**src/design/assert_macros.svh**
```systemverilog
// Assertion macros for the ZIP header stripper RTL.
// No dependencies; include by bare file name where assertions are written.
`ifndef ASSERT_MACROS_SVH
`define ASSERT_MACROS_SVH
`ifndef NO_ASSERTIONS
// Checked on every rising clk edge outside reset.
`define ASSERT_CLKD(label, clk, rst, prop) \
  label: assert property (@(posedge clk) disable iff (rst) prop) \
    else $error("assertion failed");
// Checked on every rising clk edge, reset included.
`define ASSERT_ALWAYS(label, clk, prop) \
  label: assert property (@(posedge clk) prop) \
    else $error("assertion failed");
`else
`define ASSERT_CLKD(label, clk, rst, prop)
`define ASSERT_ALWAYS(label, clk, prop)
`endif
`endif

```
**src/design/zlhs_pkg.sv**
```systemverilog
// Types and constants of the ZIP local header stripper.
// No dependencies; used by all modules and the testbench.
package zlhs_pkg;

  typedef enum logic [1:0] {
    PH_HEADER  = 2'd0,
    PH_SKIP    = 2'd1,
    PH_PAYLOAD = 2'd2,
    PH_TRAILER = 2'd3
  } phase_t;

  typedef enum logic [2:0] {
    ST_RUN    = 3'd0,
    ST_DONE   = 3'd1,
    ST_NOTZIP = 3'd2,
    ST_BADHDR = 3'd3,
    ST_EOF    = 3'd4,
    ST_MULTI  = 3'd5
  } status_t;

  localparam logic [31:0] LOCAL_SIG      = 32'h04034b50;
  localparam logic [31:0] CENTRAL_SIG    = 32'h02014b50;
  localparam logic [15:0] FLAG_MASK      = 16'h0041;
  localparam logic [15:0] VERSION_NEEDED = 16'd20;
  localparam logic [15:0] METHOD_DEFLATE = 16'd8;

  // Header byte index of the last byte of each field of interest, then the trailer length.
  localparam logic [4:0] POS_SIG_END     = 5'd3;
  localparam logic [4:0] POS_VERSION_END = 5'd5;
  localparam logic [4:0] POS_FLAGS_END   = 5'd7;
  localparam logic [4:0] POS_METHOD_END  = 5'd9;
  localparam logic [4:0] POS_CSIZE_END   = 5'd21;
  localparam logic [4:0] POS_NAME_END    = 5'd27;
  localparam logic [4:0] POS_EXTRA_END   = 5'd29;
  localparam logic [4:0] TRAILER_BYTES   = 5'd4;

  typedef struct packed {
    logic [7:0] data_byte;
    logic       end_of_input;
  } in_item_t;

  typedef struct packed {
    logic [7:0] payload_byte;
    logic       payload_valid;
    status_t    status;
  } result_t;

endpackage

```
**src/design/zlhs_stream_if.sv**
```systemverilog
// Valid/ready channels of the ZIP local header stripper.
// No dependencies; the status field is a plain logic [2:0], not the zlhs_pkg type.
interface zlhs_in_if;
  logic       valid;
  logic       ready;
  logic [7:0] data_byte;
  logic       end_of_input;
  modport source(output valid, data_byte, end_of_input, input ready);
  modport sink(input valid, data_byte, end_of_input, output ready);
endinterface

interface zlhs_out_if;
  logic       valid;
  logic       ready;
  logic [7:0] payload_byte;
  logic       payload_valid;
  logic [2:0] status;
  modport source(output valid, payload_byte, payload_valid, status, input ready);
  modport sink(input valid, payload_byte, payload_valid, status, output ready);
endinterface

```
**src/design/zlhs_in_stage.sv**
```systemverilog
// Input register of the ZIP local header stripper.
// Depends on zlhs_pkg and zlhs_in_if.
module zlhs_in_stage (
  input  logic                clk,
  input  logic                rst,
  zlhs_in_if.sink             in_ch,
  input  logic                advance,
  output logic                item_valid,
  output zlhs_pkg::in_item_t  item
);

  // Take a new word when empty or when the held one moves on this cycle.
  assign in_ch.ready = !item_valid || advance;

  always_ff @(posedge clk) begin
    if (rst) begin
      item_valid <= 1'b0;
    end else if (in_ch.ready) begin
      item_valid <= in_ch.valid;
    end
  end

  always_ff @(posedge clk) begin
    if (in_ch.valid && in_ch.ready) begin
      item.data_byte    <= in_ch.data_byte;
      item.end_of_input <= in_ch.end_of_input;
    end
  end

endmodule

```
**src/design/zlhs_parser.sv**
```systemverilog
// Header parser state and per-word result logic of the ZIP stripper.
// Depends on zlhs_pkg and assert_macros.svh.
`include "assert_macros.svh"
module zlhs_parser (
  input  logic                clk,
  input  logic                rst,
  input  logic                step,
  input  zlhs_pkg::in_item_t  item,
  output zlhs_pkg::result_t   res
);

  zlhs_pkg::phase_t  phase, phase_next;
  zlhs_pkg::status_t status, status_next;
  logic [4:0]  hpos, hpos_next;
  logic [31:0] acc, acc_next;
  logic [31:0] pay_rem, pay_rem_next;
  logic [15:0] name_len, name_len_next;
  logic [16:0] skip_rem, skip_rem_next;

  logic [31:0] acc_shift;
  logic [15:0] half;
  logic [16:0] skip_sum;
  logic [16:0] skip_dec;
  logic [31:0] pay_dec;
  logic [4:0]  hpos_inc;

  assign acc_shift = {item.data_byte, acc[31:8]};
  assign half      = acc_shift[31:16];
  assign skip_sum  = {1'b0, name_len} + {1'b0, half};
  assign skip_dec  = skip_rem - 17'd1;
  assign pay_dec   = pay_rem - 32'd1;
  assign hpos_inc  = hpos + 5'd1;

  always_comb begin
    phase_next        = phase;
    status_next       = status;
    hpos_next         = hpos;
    acc_next          = acc;
    pay_rem_next      = pay_rem;
    name_len_next     = name_len;
    skip_rem_next     = skip_rem;
    res.payload_byte  = 8'd0;
    res.payload_valid = 1'b0;
    if (status == zlhs_pkg::ST_RUN) begin
      if (item.end_of_input) begin
        status_next = zlhs_pkg::ST_EOF;
      end else begin
        unique case (phase)
          zlhs_pkg::PH_HEADER: begin
            acc_next  = acc_shift;
            hpos_next = hpos_inc;
            case (hpos)
              zlhs_pkg::POS_SIG_END: begin
                if (acc_shift != zlhs_pkg::LOCAL_SIG) status_next = zlhs_pkg::ST_NOTZIP;
              end
              zlhs_pkg::POS_VERSION_END: begin
                if (half != zlhs_pkg::VERSION_NEEDED) status_next = zlhs_pkg::ST_BADHDR;
              end
              zlhs_pkg::POS_FLAGS_END: begin
                if ((half & zlhs_pkg::FLAG_MASK) != 16'd0) status_next = zlhs_pkg::ST_BADHDR;
              end
              zlhs_pkg::POS_METHOD_END: begin
                if (half != zlhs_pkg::METHOD_DEFLATE) status_next = zlhs_pkg::ST_BADHDR;
              end
              zlhs_pkg::POS_CSIZE_END: begin
                pay_rem_next = acc_shift;
              end
              zlhs_pkg::POS_NAME_END: begin
                name_len_next = half;
              end
              zlhs_pkg::POS_EXTRA_END: begin
                skip_rem_next = skip_sum;
                hpos_next     = 5'd0;
                acc_next      = 32'd0;
                if (skip_sum != 17'd0) phase_next = zlhs_pkg::PH_SKIP;
                else if (pay_rem != 32'd0) phase_next = zlhs_pkg::PH_PAYLOAD;
                else phase_next = zlhs_pkg::PH_TRAILER;
              end
              default: ;
            endcase
          end
          zlhs_pkg::PH_SKIP: begin
            skip_rem_next = skip_dec;
            if (skip_dec == 17'd0) begin
              phase_next = (pay_rem != 32'd0) ? zlhs_pkg::PH_PAYLOAD : zlhs_pkg::PH_TRAILER;
            end
          end
          zlhs_pkg::PH_PAYLOAD: begin
            res.payload_byte  = item.data_byte;
            res.payload_valid = 1'b1;
            pay_rem_next      = pay_dec;
            if (pay_dec == 32'd0) phase_next = zlhs_pkg::PH_TRAILER;
          end
          zlhs_pkg::PH_TRAILER: begin
            acc_next  = acc_shift;
            hpos_next = hpos_inc;
            if (hpos_inc >= zlhs_pkg::TRAILER_BYTES) begin
              status_next = (acc_shift == zlhs_pkg::CENTRAL_SIG) ?
                            zlhs_pkg::ST_DONE : zlhs_pkg::ST_MULTI;
            end
          end
        endcase
      end
    end
    res.status = status_next;
  end

  always_ff @(posedge clk) begin
    if (rst) begin
      phase    <= zlhs_pkg::PH_HEADER;
      status   <= zlhs_pkg::ST_RUN;
      hpos     <= 5'd0;
      acc      <= 32'd0;
      pay_rem  <= 32'd0;
      name_len <= 16'd0;
      skip_rem <= 17'd0;
    end else if (step) begin
      phase    <= phase_next;
      status   <= status_next;
      hpos     <= hpos_next;
      acc      <= acc_next;
      pay_rem  <= pay_rem_next;
      name_len <= name_len_next;
      skip_rem <= skip_rem_next;
    end
  end

  // A final status never changes again.
  `ASSERT_CLKD(a_status_sticky, clk, rst,
    (status != zlhs_pkg::ST_RUN) |=> (status == $past(status)))
  // Skip and payload phases always have bytes left to consume.
  `ASSERT_CLKD(a_skip_nonzero, clk, rst,
    (status == zlhs_pkg::ST_RUN && phase == zlhs_pkg::PH_SKIP) |-> (skip_rem != 17'd0))
  `ASSERT_CLKD(a_pay_nonzero, clk, rst,
    (status == zlhs_pkg::ST_RUN && phase == zlhs_pkg::PH_PAYLOAD) |-> (pay_rem != 32'd0))
  // Payload bytes come out only in the payload phase while running.
  `ASSERT_CLKD(a_pass_phase, clk, rst,
    res.payload_valid |-> (phase == zlhs_pkg::PH_PAYLOAD && status == zlhs_pkg::ST_RUN))

endmodule

```
**src/design/zlhs_out_stage.sv**
```systemverilog
// Result register of the ZIP local header stripper.
// Depends on zlhs_pkg and zlhs_out_if.
module zlhs_out_stage (
  input  logic               clk,
  input  logic               rst,
  input  logic               load,
  input  zlhs_pkg::result_t  res,
  output logic               free,
  zlhs_out_if.source         out_ch
);

  zlhs_pkg::result_t held;

  assign free                 = !out_ch.valid || out_ch.ready;
  assign out_ch.payload_byte  = held.payload_byte;
  assign out_ch.payload_valid = held.payload_valid;
  assign out_ch.status        = held.status;

  always_ff @(posedge clk) begin
    if (rst) begin
      out_ch.valid <= 1'b0;
    end else if (free) begin
      out_ch.valid <= load;
    end
  end

  always_ff @(posedge clk) begin
    if (load) begin
      held <= res;
    end
  end

endmodule

```
**src/design/zip_local_header_stripper_unit.sv**
```systemverilog
// ZIP local header stripper: takes one byte of the archive stream per cycle while the
// output side is ready, and returns one result word per input word, through the input
// register and then the result register. The sustained rate is one word per cycle; the
// parser updates in the same step that moves a word from the input register into the result
// register, and a stalled output holds the pipeline until its word is taken.
module zip_local_header_stripper_unit (
  input  logic        clk,
  input  logic        rst,
  zlhs_in_if.sink     in_ch,
  zlhs_out_if.source  out_ch
);

  logic               item_valid;
  logic               free;
  logic               step;
  zlhs_pkg::in_item_t item;
  zlhs_pkg::result_t  res;

  // Advance the held input word into the parser when the result slot frees.
  assign step = item_valid && free;

  zlhs_in_stage u_in (
    .clk        (clk),
    .rst        (rst),
    .in_ch      (in_ch),
    .advance    (free),
    .item_valid (item_valid),
    .item       (item)
  );

  zlhs_parser u_parser (
    .clk  (clk),
    .rst  (rst),
    .step (step),
    .item (item),
    .res  (res)
  );

  zlhs_out_stage u_out (
    .clk    (clk),
    .rst    (rst),
    .load   (step),
    .res    (res),
    .free   (free),
    .out_ch (out_ch)
  );

endmodule

```
**src/flat_wrapper.sv**
```systemverilog
// flat-port wrapper written by rule: the top's interface ports become plain ports
module zip_local_header_stripper_unit_flat 
  (clk, rst, in_ch_valid, in_ch_data_byte, in_ch_end_of_input, in_ch_ready, out_ch_valid, out_ch_payload_byte, out_ch_payload_valid, out_ch_status, out_ch_ready);
  zlhs_in_if in_ch_i ();
  zlhs_out_if out_ch_i ();
  input  logic clk;
  input  logic rst;
  input wire logic [$bits(in_ch_i.valid)-1:0] in_ch_valid;
  input wire logic [$bits(in_ch_i.data_byte)-1:0] in_ch_data_byte;
  input wire logic [$bits(in_ch_i.end_of_input)-1:0] in_ch_end_of_input;
  output wire logic [$bits(in_ch_i.ready)-1:0] in_ch_ready;
  output wire logic [$bits(out_ch_i.valid)-1:0] out_ch_valid;
  output wire logic [$bits(out_ch_i.payload_byte)-1:0] out_ch_payload_byte;
  output wire logic [$bits(out_ch_i.payload_valid)-1:0] out_ch_payload_valid;
  output wire logic [$bits(out_ch_i.status)-1:0] out_ch_status;
  input wire logic [$bits(out_ch_i.ready)-1:0] out_ch_ready;
  assign in_ch_i.valid = in_ch_valid;
  assign in_ch_i.data_byte = in_ch_data_byte;
  assign in_ch_i.end_of_input = in_ch_end_of_input;
  assign in_ch_ready = in_ch_i.ready;
  assign out_ch_valid = out_ch_i.valid;
  assign out_ch_payload_byte = out_ch_i.payload_byte;
  assign out_ch_payload_valid = out_ch_i.payload_valid;
  assign out_ch_status = out_ch_i.status;
  assign out_ch_i.ready = out_ch_ready;
  zip_local_header_stripper_unit u_core (.clk(clk), .rst(rst), .in_ch(in_ch_i), .out_ch(out_ch_i));
endmodule
```
**config.mk**
```make
export PLATFORM = sky130hd
export DESIGN_NAME = zip_local_header_stripper_unit_flat
export DESIGN_NICKNAME = d
export VERILOG_FILES = /design/src/design/zlhs_pkg.sv /design/src/design/zlhs_stream_if.sv /design/src/design/zlhs_in_stage.sv /design/src/design/zlhs_parser.sv /design/src/design/zlhs_out_stage.sv /design/src/design/zip_local_header_stripper_unit.sv /design/src/flat_wrapper.sv
export VERILOG_INCLUDE_DIRS = /design/src /design/src/design
export SDC_FILE = /design/constraint.sdc
export NUM_CORES = 1
export LEC_CHECK = 0
export ABC_AREA = 1
export BUFFER_PORTS_ARGS = -buffer_cell sky130_fd_sc_hd__buf_2
export CAP_MARGIN = 20
export CORE_ASPECT_RATIO = 0.6
export CORE_UTILIZATION = 55
export DETAILED_ROUTE_END_ITERATION = 12
export PLACE_DENSITY = 0.71
export SYNTH_ARGS = -nofsm -noshare
export SYNTH_HDL_FRONTEND = slang
export SYNTH_SLANG_ARGS = --single-unit
export TNS_END_PERCENT = 10
```
**constraint.sdc**
```tcl
create_clock -name clk -period 2.7 [get_ports clk]
set_input_delay 0.54 -clock clk [delete_from_list [all_inputs] [get_ports clk]]
set_output_delay 0.54 -clock clk [all_outputs]
set_load 0.01 [all_outputs]
```
## Word level (Yosys, flattened, before mapping)

Index checks and enable logic that the tools add are counted.

| operators by class | value |
|---|---|
| add/sub/neg operators | 4 |
| $lt $le $gt $ge | 1 |
| eq/ne operators | 18 |
| multiplexer cells | 25 |
| bitwise operators | 3 |
| reductions and logical operators | 24 |

Operators with widths:

| kind | number |
|---|---|
| $pmux W32 S2 | 2 |
| $mux W32 | 2 |
| $pmux W17 S2 | 1 |
| $eq A32 B26 Y1 const B | 1 |
| $logic_not A32 Y1 | 1 |
| $ne A32 B27 Y1 const B | 1 |
| $reduce_bool A32 Y1 | 1 |
| $sub A32 B1 Y32 const B | 1 |
| $mux W3 | 8 |
| $add A16 B16 Y17 | 1 |
| $logic_not A17 Y1 | 1 |
| $mux W17 | 1 |
| $reduce_bool A17 Y1 | 1 |
| $sub A17 B1 Y17 const B | 1 |
| $ne A16 B4 Y1 const B | 1 |
| $ne A16 B5 Y1 const B | 1 |
| $reduce_bool A16 Y1 | 1 |
| $eq A5 B5 Y1 const B | 3 |
| $reduce_and A5 Y1 | 3 |
| $pmux W3 S4 | 1 |
| $eq A5 B3 Y1 const B | 2 |
| $pmux W5 S2 | 1 |
| $mux W2 | 4 |
| $reduce_and A7 Y1 | 1 |
| other kinds (23) | 34 |

| storage, ports and cells | value |
|---|---|
| register bits | 130 |
| input bits | 13 |
| output and inout port bits | 14 |
| word-level logic and storage cells | 89 |

## Longest topological paths before layout

| logic depth | value |
|---|---|
| depth after elaboration | 6 |
| mapped depth | 18 |
| depth with buffers taken out | 18 |

## Cells and area by module

From an unflattened synthesis, not the netlist that was laid out.

| unflattened totals | value |
|---|---|
| cell total of the unflattened synthesis | 1166 |
| area total of the unflattened synthesis | 7767.4 um^2 |

By module, submodules not included:

| module | instances | cells each | area each (um^2) | seq. area each (um^2) |
|---|---|---|---|---|
| zlhs_parser | 1 | 1132 | 7039.3 | 1981.9 |
| zlhs_out_stage | 1 | 17 | 402.9 | 380.4 |
| zlhs_in_stage | 1 | 15 | 317.8 | 290.3 |
| zip_local_header_stripper_unit | 1 | 2 | 7.5 | 0.0 |

## Worst setup path after synthesis

OpenSTA, ideal clock, no wires.

| timing | value |
|---|---|
| kind | reg2reg |
| start | register u_core.u_parser.acc[24] |
| end | register u_core.u_parser.phase[0] |
| library setup time | 0.113 ns |
| arrival time | 2.056 ns |
| data required time | 2.587 ns |
| path slack | 0.532 ns |
| cell stages (with the launch flop) | 17 |
| path buffers | 0 |
| clock period less this slack | 2.168 ns |
| cells stage by stage | dfxtp_1 > ha_1 > fa_1 > nand3_1 > nand2_1 > nand2_1 > nand2_1 > nand2_1 > nand3b_1 > nand2_1 > nand2_1 > nor2_1 > nand3_1 > nand2_1 > nand3_1 > nor2_1 > nor2_1 |

| between the ends | value |
|---|---|
| longest elaborated chain between the ends | 5 |

Ends and longest elaborated chain:

| what | line | text |
|---|---|---|
| from (decl) | zlhs_parser.sv:15 | `logic [31:0] acc, acc_next;` |
| from (signal assigned) | zlhs_parser.sv:121 | `acc <= acc_next;` |
| $add A16 B16 Y17 | zlhs_parser.sv:29 | `assign skip_sum = {1'b0, name_len} + {1'b0, half};` |
| $reduce_bool A17 Y1 | zlhs_parser.sv:75 | `if (skip_sum != 17'd0) phase_next = zlhs_pkg::PH_SKIP;` |
| $mux W2 | zlhs_parser.sv:75 |  |
| $mux W2 | zlhs_parser.sv:52 | `case (hpos)` |
| $pmux W2 S3 | zlhs_parser.sv:48 | `unique case (phase)` |
| to (signal assigned) | zlhs_parser.sv:110 | `phase <= zlhs_pkg::PH_HEADER;` |
| to (signal assigned) | zlhs_parser.sv:118 | `phase <= phase_next;` |
| to (decl) | zlhs_parser.sv:12 | `zlhs_pkg::phase_t phase, phase_next;` |

No other way between the ends. The select of a mux whose other input is x is not followed.
A chain may end at the register's enable or synchronous reset.

## Final worst setup path

Ends and elaborated chain as after synthesis.

==> impl_metrics.env <==
export IMPL_synthArstFlopShare_pct=0
export IMPL_yosysSeqAreaShare_pct=33.62
export IMPL_synth_distinct_cells=42
export IMPL_fin_ws_ns=0.1934
export IMPL_fin_setup_tns_ns=0
export IMPL_endpoint="u_core.u_parser.phase[0]$_SDFFE_PP0P_"
export IMPL_syn_nets=1242
export IMPL_grt_total_usage_pct=34.64
export IMPL_grt_overflow_total=0
export IMPL_dp_slack_ns=0.2683
export IMPL_r2r_cells=16
export IMPL_drc=0
export IMPL_cts_sinks=122
export IMPL_pin_count=27
export IMPL_nFillCells=1243
export IMPL_syn_area_mm2=0.007890
export IMPL_powerDensity_mw_per_mm2=504.3
export IMPL_antenna_found_initial=0
export IMPL_regToRegSetupSlack_ns=0.19
export IMPL_nets=1272
export IMPL_hp_start="in_ch_data_byte[5]"
export IMPL_status="finished, final reports clean"
export IMPL_drive_gt1_share_pct=9.968
export IMPL_clkLatencyLatePin_ns=0.42
export IMPL_postSynthAreaPerCell_um2=6.570
export IMPL_multi_input_area_mm2=0.004541
export IMPL_die_w_um=156.6
export IMPL_numCtsBuffers=17
export IMPL_dp_cells=1404
export IMPL_r2r_end="u_core.u_parser.phase[0]$_SDFFE_PP0P_"
export IMPL_tightest_slew_ns=0.8584
export IMPL_core_area_mm2=0.01383
export IMPL_mostFrequentLayoutCells="nand2_1 (315), nor2_1 (183), inv_1 (131), dfxtp_1 (101), a21oi_1 (78)"
export IMPL_die_h_um=94.78
export IMPL_synth_area_leaders="dfxtp_1 (26%), nand2_1 (15%), nor2_1 (8.7%)"
export IMPL_drtAntennaViolNets=0
export IMPL_synth_largest_area_cell="dfxtp_1"
export IMPL_post_drt_wl_per_cell_um=17.10
export IMPL_ir_worst_vdd_mv=0.3604
export IMPL_post_cts_setup_buffers=0
export IMPL_cp_slowest_stage_delay_ns=0.49
export IMPL_crit_chain="ha_1, fa_1, nand3_1, nand2_1, nand2_1, nand2_1, nand3_1, nand2_1, nand2_1, nand2_1, nor2_1, nand3_1, nand2_1, nand3_1, nor2_1, nor2_1"
export IMPL_setup_viol=0
export IMPL_via_per_inst=5.681
export IMPL_grt_pass1_vias=7067
export IMPL_cp_end_kind="flop"
export IMPL_cts_hold_buf=0
export IMPL_drt_iter0_markers=928
export IMPL_hold_ws_ns=0.2874
export IMPL_synth_yosys_warnings=0
export IMPL_synth_edf_count=21
export IMPL_syn_inst=1201
export IMPL_htree_num_levels=4
export IMPL_max_freq_ghz=0.3990
export IMPL_cap_violations=0
export IMPL_stdcell_count=1436
export IMPL_ys_flop_type="dfxtp_1"
export IMPL_grt_pass1_wl_um=38740
export IMPL_routed_wl_um=24550
export IMPL_critPathMaxFanout=3
export IMPL_leakagePower_nw=4.189
export IMPL_worst_setup_path_start_kind="flop"
export IMPL_port_buffer_count=26
export IMPL_area_growth_pct=12.86
export IMPL_place_congestion=0.9570
export IMPL_synth_seq_cells=122
export IMPL_cp_required_ns=3.01
export IMPL_min_period_ns=2.507
export IMPL_finalPower_w=0.004491
export IMPL_worst_ep_arrival_time_ns=2.81
export IMPL_vias=8158
export IMPL_initial_core_util_pct=57.04
export IMPL_r2r_start="u_core.u_parser.acc[24]$_SDFFE_PP0P_"
export IMPL_slew_viol_final=0
export IMPL_crit_type="flop to flop"
export IMPL_finalHoldViolCount=0
export IMPL_synth_top_area_share_pct=25.63
export IMPL_slowest_stage="fa_1"
export IMPL_cts_root_buf="clkbuf_16"
export IMPL_hp_class="input port to flop"
export IMPL_crit_path_start="u_core.u_parser.acc[24]$_SDFFE_PP0P_"
export IMPL_final_common_cell="nand2_1"
export IMPL_tritoncts="built"
export IMPL_min_period_over_period_pct=92.84
export IMPL_dieArea_mm2=0.01484
export IMPL_grt_max_degree=70
export IMPL_cts_resized_gates=0
export IMPL_slew_headroom_pct=42.77
export IMPL_drt_pass1_iterations=6
export IMPL_rows=33
export IMPL_cts_reportedPaths_clkPinSlew_ns=0.07
export IMPL_clock_skew_ns=0.01453
export IMPL_diodes=0
export IMPL_seq_area_mm2=0.002653
export IMPL_hpwl_um=18330
export IMPL_rsz0062_at_grt="no"
export IMPL_crit_path_frequent_cell="nand2_1"
export IMPL_clk_path_buf_depth=2
## worst min path at each step
stage,endpoint,slack [ns],depth (start not counted)
after floorplan,u_core.u_parser.skip_rem[16]$_SDFFE_PP0P_,0.46,2
after global placement,u_core.u_parser.skip_rem[16]$_SDFFE_PP0P_,0.48,2
after detailed placement,u_core.u_parser.skip_rem[16]$_SDFFE_PP0P_,0.48,2
after CTS,u_core.u_in.item[6]$_DFFE_PP_,0.28,1
after global routing,u_core.u_in.item[6]$_DFFE_PP_,0.27,1
final,u_core.u_in.item[6]$_DFFE_PP_,0.29,1
## sequential cells by signal, indices dropped and copies added, names as in the netlist
signal,count
u_core.u_out.out_ch.valid,1
u_core.u_parser.status,3
u_core.u_parser.phase,2
u_core.u_parser.name_len,16
u_core.u_in.item_valid,1
u_core.u_out.out_ch.payload_byte,8
u_core.u_parser.acc,24
u_core.u_parser.hpos,5
u_core.u_in.item,9
u_core.u_parser.skip_rem,17
u_core.u_parser.pay_rem,32
u_core.u_out.out_ch.status,3
u_core.u_out.out_ch.payload_valid,1
## layer usage
layer	wire length (um)	share of wire [%]	track usage (%)
met4	193	0.79	7.843
met2	8594	35	42.19
met3	3281	13	11.01
met1	12480	51	55.71
met5	0	0	0
## worst max-delay path: cells and delay by family, from the launching register on
family	cells	cell delay [ns]
adder cells (fa/ha/maj)	2	0.74
flip-flops	1	0.31
AND/OR/NAND/NOR	14	1.35
## area by class of cell
| class | count | area share [%] |
|---|---|---|
| Multi-Input combinational cell | 900 | 50.99 |
| Inverter | 138 | 5.817 |
| Timing Repair Buffer | 52 | 3.794 |
| Clock buffer | 21 | 5.410 |
| Tap cell | 192 | 2.698 |
| Clock inverter | 11 | 1.503 |
| Sequential cell | 122 | 29.79 |
## power breakdown
part           internal, W  total (W)  switching [W]
combinational    0.0000597   0.000202       0.000142
clock              0.00148    0.00239       0.000914
sequential         0.00187    0.00190      0.0000230
total              0.00341    0.00449        0.00108
## synth_stat cells (all sizes together) (6+ instances only)
library cell,number
nand2,323
nor2,204
inv,137
dfxtp,101
a21oi,80
nand3,73
o21ai,52
a221oi,28
a22oi,28
ha,27
clkbuf,25
nand4,22
edfxtp,21
buf,16
nor3,12
nand3b,8
o211ai,7
xnor2,7
a31oi,6
xor2,6
## stage by stage
stage	utilization [%]	instance area [um^2]
4_1_cts	64.38	8905
5_1_grt	64.38	8905
2_1_floorplan	-	7890
6_report	64.38	8905
3_5_place_dp	59.93	8289
3_3_place_gp	59.93	8289
## logic make-up (layout without fill, tap and decap cells)
logic type               count (synthesis)  after routing  synth area share [%]
flip-flops                             122            122                 33.62
buffers and inverters                  179            222                 8.944
adder cells (fa/ha/maj)                 28             28                 4.535
AND/OR/NAND/NOR                        650            650                 35.28
XOR/XNOR                                13             13                 1.443
AO/OA/AOI/OAI                          209            209                 16.18
No activity file was read; power rests on OpenSTA's default activity.
